<file path="config.mk">
export PLATFORM = sky130hd
export DESIGN_NAME = record_table_with_sent_eviction_top
export DESIGN_NICKNAME = d
export VERILOG_FILES = /design/src/hdl/rtse_pkg.sv /design/src/hdl/rtse_mem.sv /design/src/hdl/record_table_with_sent_eviction_top.sv
export SDC_FILE = /design/constraint.sdc
export NUM_CORES = 2
export LEC_CHECK = 0
export CAP_MARGIN = 20
export CORE_MARGIN = 5
export CORE_UTILIZATION = 25
export DETAILED_ROUTE_END_ITERATION = 10
export DONT_BUFFER_PORTS = 1
export PLACE_DENSITY = 0.5
export SLEW_MARGIN = 15
export SYNTH_ARGS = -nofsm -noshare
export SYNTH_HDL_FRONTEND = slang
export SYNTH_SLANG_ARGS = --single-unit
</file>
<file path="constraint.sdc">
create_clock -name clock -period 15 [get_ports clock]
set_clock_uncertainty 0.2 [all_clocks]
set_input_delay 3 -clock clock [delete_from_list [all_inputs] [get_ports clock]]
set_output_delay 3 -clock clock [all_outputs]
set_load 0.1 [all_outputs]
</file>
<file path="src/hdl/rtse_pkg.sv">
// rtse_pkg: shared types and constants for the session record table.
// No dependencies.
`default_nettype none
package rtse_pkg;
   localparam int TYPE_W  = 8;
   localparam int TIME_W  = 32;
   localparam int WCNT_W  = 16;
   localparam int REC_W   = 120;
   localparam int CMD_W   = 3;
   localparam int SEL_W   = 5;
   localparam int TOT_W   = 6;

   typedef enum logic [CMD_W-1:0] {
      CMD_APPEND = 3'd0,
      CMD_COUNT  = 3'd1,
      CMD_GET    = 3'd2,
      CMD_MARK   = 3'd3,
      CMD_MATCH  = 3'd4,
      CMD_PURGE  = 3'd5
   } cmd_type;

   typedef enum logic [2:0] {
      ST_IDLE,
      ST_RD,
      ST_SCAN,
      ST_MOVE,
      ST_DONE,
      ST_RSP
   } state_type;

   // record packed as {type, start, dur, wcount, wdur}
   typedef logic [REC_W-1:0] rec_type;
endpackage
`default_nettype wire

</file>
<file path="src/hdl/rtse_mem.sv">
// rtse_mem: record store (one write port, one registered read port) plus
// per-slot sent flags. Depends on rtse_pkg.
`default_nettype none
module rtse_mem
   import rtse_pkg::*;
#(
   parameter int DEPTH = 32,
   parameter int AW    = 5
) (
   input  wire logic          clock,
   input  wire logic          we,
   input  wire logic [AW-1:0] waddr,
   input  wire rec_type       wdata,
   input  wire logic          wsent,
   input  wire logic [AW-1:0] raddr,
   output rec_type            rdata,
   output logic               rsent
);
   rec_type mem [DEPTH];
   logic    sent_mem [DEPTH];

   always_ff @(posedge clock) begin
      if (we) begin
         mem[waddr]      <= wdata;
         sent_mem[waddr] <= wsent;
      end
      rdata <= mem[raddr];
      rsent <= sent_mem[raddr];
   end
endmodule
`default_nettype wire

</file>
<file path="src/hdl/record_table_with_sent_eviction_top.sv">
// Top level of the session record table: sequencer driving one memory
// read/compare/write path. Depends on rtse_pkg and rtse_mem.
//
// Ordered table of DEPTH session records with a sent mark each, slot 0
// oldest. One command is in flight at a time: req_ready is high only in
// idle. A walking command visits the slots it needs through the single
// registered read port, each slot in a read state and then an examine /
// write-back state. Count, a non-full append and unknown codes go from
// idle straight to the done and response states; mark slot reads and
// examines its slot when in range; get / match / purge walk the occupied
// slots. A full append first searches for the victim and then shifts
// the later slots down. The result beat sits in an output register
// until rsp_ready. unsent_total is kept as a running counter so
// count-unsent needs no walk. No clearing pass: slots past the occupancy
// are never read.
`default_nettype none
module record_table_with_sent_eviction_top
   import rtse_pkg::*;
#(
   parameter int DEPTH = 32
) (
   input  wire logic          clock,
   input  wire logic          reset,
   input  wire logic          req_valid,
   output logic               req_ready,
   input  wire logic [2:0]    req_command,
   input  wire logic [4:0]    req_slot_or_ordinal,
   input  wire logic [7:0]    req_rec_type,
   input  wire logic [31:0]   req_rec_start_time,
   input  wire logic [31:0]   req_rec_duration,
   input  wire logic [15:0]   req_rec_wrong_count,
   input  wire logic [31:0]   req_rec_wrong_duration,
   output logic               rsp_valid,
   input  wire logic          rsp_ready,
   output logic               rsp_ok,
   output logic [5:0]         rsp_unsent_total,
   output logic [5:0]         rsp_occupancy,
   output logic [4:0]         rsp_found_slot,
   output logic [7:0]         rsp_out_type,
   output logic [31:0]        rsp_out_start_time,
   output logic [31:0]        rsp_out_duration,
   output logic [15:0]        rsp_out_wrong_count,
   output logic [31:0]        rsp_out_wrong_duration,
   output logic               rsp_marker_request,
   output logic               rsp_evicted
);
   localparam int AW = (DEPTH > 1) ? $clog2(DEPTH) : 1;
   localparam int CW = $clog2(DEPTH + 1);
   localparam int XW = (CW > SEL_W) ? CW : SEL_W;   // slot/count compare width

   state_type        state_ff, state_in;
   cmd_type          cmd_ff, cmd_in;
   logic [SEL_W-1:0] sel_ff, sel_in;
   rec_type          pat_ff, pat_in;
   logic [CW-1:0]    cnt_ff, cnt_in;    // occupancy
   logic [CW-1:0]    uns_ff, uns_in;    // unsent total
   logic [CW-1:0]    rd_ff, rd_in;      // read pointer
   logic [CW-1:0]    wr_ff, wr_in;      // write pointer (purge/shift)
   logic [CW-1:0]    seen_ff, seen_in;
   logic             shift_ff, shift_in; // append: shift phase
   logic             ok_ff, ok_in;
   logic             ev_ff, ev_in;
   logic             mk_ff, mk_in;
   logic [AW-1:0]    slot_ff, slot_in;
   rec_type          out_ff, out_in;

   logic          we;
   logic [AW-1:0] waddr, raddr;
   rec_type       wdata, rdata;
   logic          wsent, rsent;

   rtse_mem #(.DEPTH(DEPTH), .AW(AW)) u_mem (
      .clock, .we, .waddr, .wdata, .wsent, .raddr, .rdata, .rsent
   );

   rec_type req_rec;
   assign req_rec = {req_rec_type, req_rec_start_time, req_rec_duration,
                     req_rec_wrong_count, req_rec_wrong_duration};

   assign req_ready = (state_ff == ST_IDLE);
   assign raddr     = rd_ff[AW-1:0];

   logic [TIME_W-1:0] rd_start;
   assign rd_start = rdata[REC_W-TYPE_W-1 -: TIME_W];

   always_comb begin
      state_in = state_ff; cmd_in = cmd_ff; sel_in = sel_ff; pat_in = pat_ff;
      cnt_in = cnt_ff; uns_in = uns_ff; rd_in = rd_ff; wr_in = wr_ff;
      seen_in = seen_ff; shift_in = shift_ff; ok_in = ok_ff; ev_in = ev_ff;
      mk_in = mk_ff; slot_in = slot_ff; out_in = out_ff;
      we = 1'b0; waddr = wr_ff[AW-1:0]; wdata = rdata; wsent = rsent;
      case (state_ff)
         ST_IDLE: begin
            if (req_valid) begin
               cmd_in = cmd_type'(req_command);
               sel_in = req_slot_or_ordinal;
               pat_in = req_rec;
               ok_in = 1'b0; ev_in = 1'b0; mk_in = 1'b0;
               slot_in = '0; out_in = '0;
               rd_in = '0; wr_in = '0; seen_in = '0; shift_in = 1'b0;
               state_in = ST_DONE;
               case (cmd_type'(req_command))
                  CMD_APPEND: begin
                     ok_in = 1'b1;
                     if (cnt_ff >= CW'(DEPTH)) begin
                        ev_in = 1'b1;
                        state_in = ST_RD;
                     end
                  end
                  CMD_COUNT: ok_in = (uns_ff != '0);
                  CMD_MARK: begin
                     if (XW'(req_slot_or_ordinal) < XW'(cnt_ff)) begin
                        rd_in = CW'(req_slot_or_ordinal);
                        state_in = ST_RD;
                     end
                  end
                  CMD_GET, CMD_MATCH, CMD_PURGE:
                     if (cnt_ff != '0) state_in = ST_RD;
                  default: ;
               endcase
            end
         end
         ST_RD: state_in = ST_SCAN;   // read data valid next cycle
         ST_SCAN: begin
            state_in = ST_RD;
            case (cmd_ff)
               CMD_APPEND: begin
                  if (!shift_ff) begin
                     // find victim: first sent, else slot 0
                     if (rsent || rd_ff == cnt_ff - 1'b1) begin
                        wr_in = rsent ? rd_ff : '0;
                        if (!rsent) uns_in = uns_ff - 1'b1;
                        shift_in = 1'b1;
                        rd_in = (rsent ? rd_ff : '0) + 1'b1;
                        if ((rsent ? rd_ff : '0) + 1'b1 >= cnt_ff) begin
                           cnt_in = cnt_ff - 1'b1;
                           state_in = ST_DONE;
                        end
                     end else rd_in = rd_ff + 1'b1;
                  end else begin
                     we = 1'b1;
                     wr_in = wr_ff + 1'b1;
                     rd_in = rd_ff + 1'b1;
                     if (rd_ff + 1'b1 >= cnt_ff) begin
                        cnt_in = cnt_ff - 1'b1;
                        state_in = ST_DONE;
                     end
                  end
               end
               CMD_GET: begin
                  if (!rsent && XW'(seen_ff) == XW'(sel_ff)) begin
                     ok_in = 1'b1; slot_in = rd_ff[AW-1:0]; out_in = rdata;
                     state_in = ST_DONE;
                  end else begin
                     if (!rsent) seen_in = seen_ff + 1'b1;
                     rd_in = rd_ff + 1'b1;
                     if (rd_ff + 1'b1 >= cnt_ff) state_in = ST_DONE;
                  end
               end
               CMD_MARK, CMD_MATCH: begin
                  if (!rsent && (cmd_ff == CMD_MARK || rdata == pat_ff)) begin
                     we = 1'b1; waddr = rd_ff[AW-1:0]; wsent = 1'b1;
                     ok_in = 1'b1; slot_in = rd_ff[AW-1:0];
                     uns_in = uns_ff - 1'b1;
                     if (rd_start != '0) begin
                        mk_in = 1'b1;
                        out_in[REC_W-TYPE_W-1 -: TIME_W] = rd_start;
                     end
                     state_in = ST_DONE;
                  end else if (cmd_ff == CMD_MARK || rd_ff + 1'b1 >= cnt_ff) begin
                     state_in = ST_DONE;
                  end else rd_in = rd_ff + 1'b1;
               end
               CMD_PURGE: begin
                  if (!rsent) begin
                     we = 1'b1; wr_in = wr_ff + 1'b1;
                  end
                  rd_in = rd_ff + 1'b1;
                  if (rd_ff + 1'b1 >= cnt_ff) begin
                     cnt_in = rsent ? wr_ff : wr_ff + 1'b1;
                     ok_in = rsent || (wr_ff != rd_ff);
                     state_in = ST_DONE;
                  end
               end
               default: state_in = ST_DONE;
            endcase
         end
         ST_DONE: begin
            if (cmd_ff == CMD_APPEND) begin
               we = 1'b1; waddr = cnt_ff[AW-1:0]; wdata = pat_ff; wsent = 1'b0;
               cnt_in = cnt_ff + 1'b1; uns_in = uns_ff + 1'b1;
            end
            state_in = ST_RSP;
         end
         ST_RSP: if (rsp_ready) state_in = ST_IDLE;
         default: state_in = ST_IDLE;
      endcase
   end

   always_ff @(posedge clock) begin
      if (reset) begin
         state_ff <= ST_IDLE;
         cnt_ff   <= '0;
         uns_ff   <= '0;
      end else begin
         state_ff <= state_in;
         cnt_ff   <= cnt_in;
         uns_ff   <= uns_in;
      end
      cmd_ff <= cmd_in; sel_ff <= sel_in; pat_ff <= pat_in;
      rd_ff <= rd_in; wr_ff <= wr_in; seen_ff <= seen_in; shift_ff <= shift_in;
      ok_ff <= ok_in; ev_ff <= ev_in; mk_ff <= mk_in; slot_ff <= slot_in;
      out_ff <= out_in;
   end

   assign rsp_valid              = (state_ff == ST_RSP);
   assign rsp_ok                 = ok_ff;
   assign rsp_unsent_total       = TOT_W'(uns_ff);
   assign rsp_occupancy          = TOT_W'(cnt_ff);
   assign rsp_found_slot         = SEL_W'(slot_ff);
   assign rsp_out_type           = out_ff[REC_W-1 -: TYPE_W];
   assign rsp_out_start_time     = out_ff[REC_W-TYPE_W-1 -: TIME_W];
   assign rsp_out_duration       = out_ff[TIME_W+WCNT_W+TIME_W-1 -: TIME_W];
   assign rsp_out_wrong_count    = out_ff[TIME_W+WCNT_W-1 -: WCNT_W];
   assign rsp_out_wrong_duration = out_ff[TIME_W-1:0];
   assign rsp_marker_request     = mk_ff;
   assign rsp_evicted            = ev_ff;
endmodule
`default_nettype wire
</file>
==> metrics.txt <==
outcome=complete, no violations; f_max=124 MHz; # rows=297; ANT nets after route=0; Hold Path Class=reg2reg; vias in the first global route=79700; most common flop cell mapped by yosys=edfxtp_1; NumNets Final=a little under 8000; clock-pin slew on the worst setup and hold paths=~0.06 ns; setup slack after layout=6.91 ns; met2 usage=24.6%; crit path max-delay cell type=buf_4; final setup vio count=0; Synth Cell Area=0.164 sq mm; Synth Area per Inst=22.2 sq um; number of H-tree levels=5; Power Density=164 mW/mm^2; First-pass DRT Iterations=8; Post-synth EDFFs=4147; post-synthesis sequential area ratio=77.6%; most used cell, CP=buf_4; Worst-Skew Late Latency=~1.1 ns; final WL=537000 microns; relative slew slack=16.1%; Die Y=820 microns; Final Cycle Share=53.9%; core area=0.654 sq mm; final HPWL from detailed placement=329000 microns; largest area contributor in the netlist=edfxtp_1; max-slew violations=0; largest net degree at the start of global routing=99; met1 Resource Use GR=about a fifth; CTS Buf Count=438; IO Count=274; arrival time at the worst endpoint=8.48 ns; max cap viols=0; Initial DRC Count=about 11000; Synth cell types=70; Final Hold Vio Count=0; Root Buffer=clkbuf_16; post-synth top area share=76.0%; Worst EP required=15.39 ns; Area contributors post-synth=edfxtp_1 (76%), mux4_2 (15%), dfxtp_1 (1.7%); Clock Sinks=about 4300; Async S/R FF share, synth=0%; first-pass GRT wire length=720000 microns; Startpoint Class=register; TritonCTS clock tree=built; GRT Total Usage=15.5%; Post-Syn Instances=roughly 7400; Initial Util=25.1%; # hold bufs at CTS=0; Final Critical Period=8.09 ns; routed len/inst=approximately 32 microns; GR Layer Usage met3=4.14%; # DRC=0; Worst setup EP type=register; DIE AREA=0.672 sq mm; initial antenna violation count=170; Via density=4.78; critical path type=reg2reg; crit-path cells=xor2_1, buf_4, nor4_1, nand4_1, nor4_2, nand4b_1, or2_0, o221ai_1, nand3_1, nor2_4, buf_4, buf_4, buf_4; WHS=slightly below 0.4 ns; most frequent cells in the layout=edfxtp_1 (4147), mux4_2 (1104), nand2_1 (458); Pleak=59.2 nW; Worst VDD drop=0.000103 V; setup TNS=0 ns; commonest non-fill, non-tap cell in the layout=edfxtp_1; Final Util=between 20 and 30%; layout cells sized above 1=28.0%; CP max stage delay=~0.84 ns; synth warn=0; total number of vias=80900; gr busiest metal=met2; Worst-Margin Slew=1.25 ns; Worst Setup Slack post-DPL=approximately 7 ns; Buf/Inv on CP=4; # resized after CTS=0; synth-to-layout area growth=16.9%; top cell family by delay on the critical path=simple AND/OR/NAND/NOR gates; Max clock buf depth=4; port buffer count=0; unrepaired setup endpoints after global routing=no; Die Wd=820 microns; Filler cells=~63000; syn_nets=between 7000 and 8000; GRT Residual Overflow=0; gp weighted congestion=0.843; crit path max fanout=43; post-CTS setup buffer count=0; #FFs+latches synth=4283
==> report_power, final <==
group / leakage, nW / total, mW / internal, mW / switching, mW
clock: 7.15 / 11.2 / 6.44 / 4.77
sequential: 38.7 / 15.2 / 14.7 / 0.589
combinational: 13.4 / 4.92 / 1.51 / 3.41
total: 59.2 / 31.4 / 22.6 / 8.76
==> flip-flops by register name, indices dropped and copies added (netlist names), 3 cells and up <==
name,count
wr_ff,6
u_mem.sent_mem,32
seen_ff,6
rsp_unsent_total,6
cmd_ff,3
u_mem.mem,3840
out_ff,120
pat_ff,120
rsp_occupancy,6
rd_ff,6
state_ff,3
u_mem.rdata,120
sel_ff,5
rsp_found_slot,5
==> Yosys cell counts, types with 26 or more instances <==
cell      count
xnor2_1      29
nor4_1       41
edfxtp_1   4147
xor2_1      133
buf_1        96
mux2i_1     120
buf_2        26
clkbuf_1    269
o221ai_1     64
a21oi_1      71
o21ai_0      78
dfxtp_1     136
and3_1      126
nand2_1     488
nor2_1       82
mux2_2      121
mux4_2     1104
==> final timing paths <==
check                                  from               end  slack [ns]  cells after the start
worst max-delay path             pat_ff[11]  u_mem.mem[2][55]        6.91                     13
worst min-delay path            state_ff[2]       state_ff[1]        0.39                      1
worst max register to register   pat_ff[11]  u_mem.mem[2][55]        6.91                     13
worst min register to register  state_ff[2]       state_ff[1]        0.39                      1
==> worst reg2reg max path, cell delays in order, from the launching register on <==
cell and delay (ns):
edfxtp_1 0.41, xor2_1 0.30, buf_4 0.28, nor4_1 0.65
nand4_1 0.19, nor4_2 0.53, nand4b_1 0.70, or2_0 0.61
o221ai_1 0.38, nand3_1 0.63, nor2_4 0.27, buf_4 0.69
buf_4 0.85, buf_4 0.85
==> kinds of logic (layout without fill, tap and decap cells) <==
family / Yosys count / in the layout / share of synthesized area [%]
flops: 4283 / 4283 / 77.6
mux: 1345 / 1345 / 16.7
simple gates: 841 / 841 / 2.34
buf+inv: 410 / 1125 / 0.970
compound gates: 300 / 300 / 1.22
xor+xnor: 163 / 163 / 0.880
fa+ha+maj: 26 / 26 / 0.203
other cells: 0 / 172 / 0
==> metrics by stage <==
step	instances	instance area [sq um]	total power [mW]
floorplan	7368	164000	18.0
global placement	15900	175000	20.1
detailed placement	15900	176000	20.3
CTS	16700	191000	31.5
global route	16800	191000	32.3
finish	16900	192000	31.4
==> layout make-up <==
class	instances	area, sq um	area share (%)
clock inverter	260	2960	1.55
tap	8671	10800	5.66
timing repair buffer	289	2830	1.48
multi-input combinational	2675	35500	18.5
sequential	4283	127000	66.4
antenna	172	430	0.225
inverter	16	67.6	0.0353
clock buffer	560	11700	6.11
==> metal layers <==
metal  vias to the layer above  part of all wire [%]
met2                      3880                    47
met1                     44500                    41
met3                       776                   9.2
met4                        54                   3.1
met5                         -                 0.064
li1                      31700                     -
(Power assumes the default switching activity.)
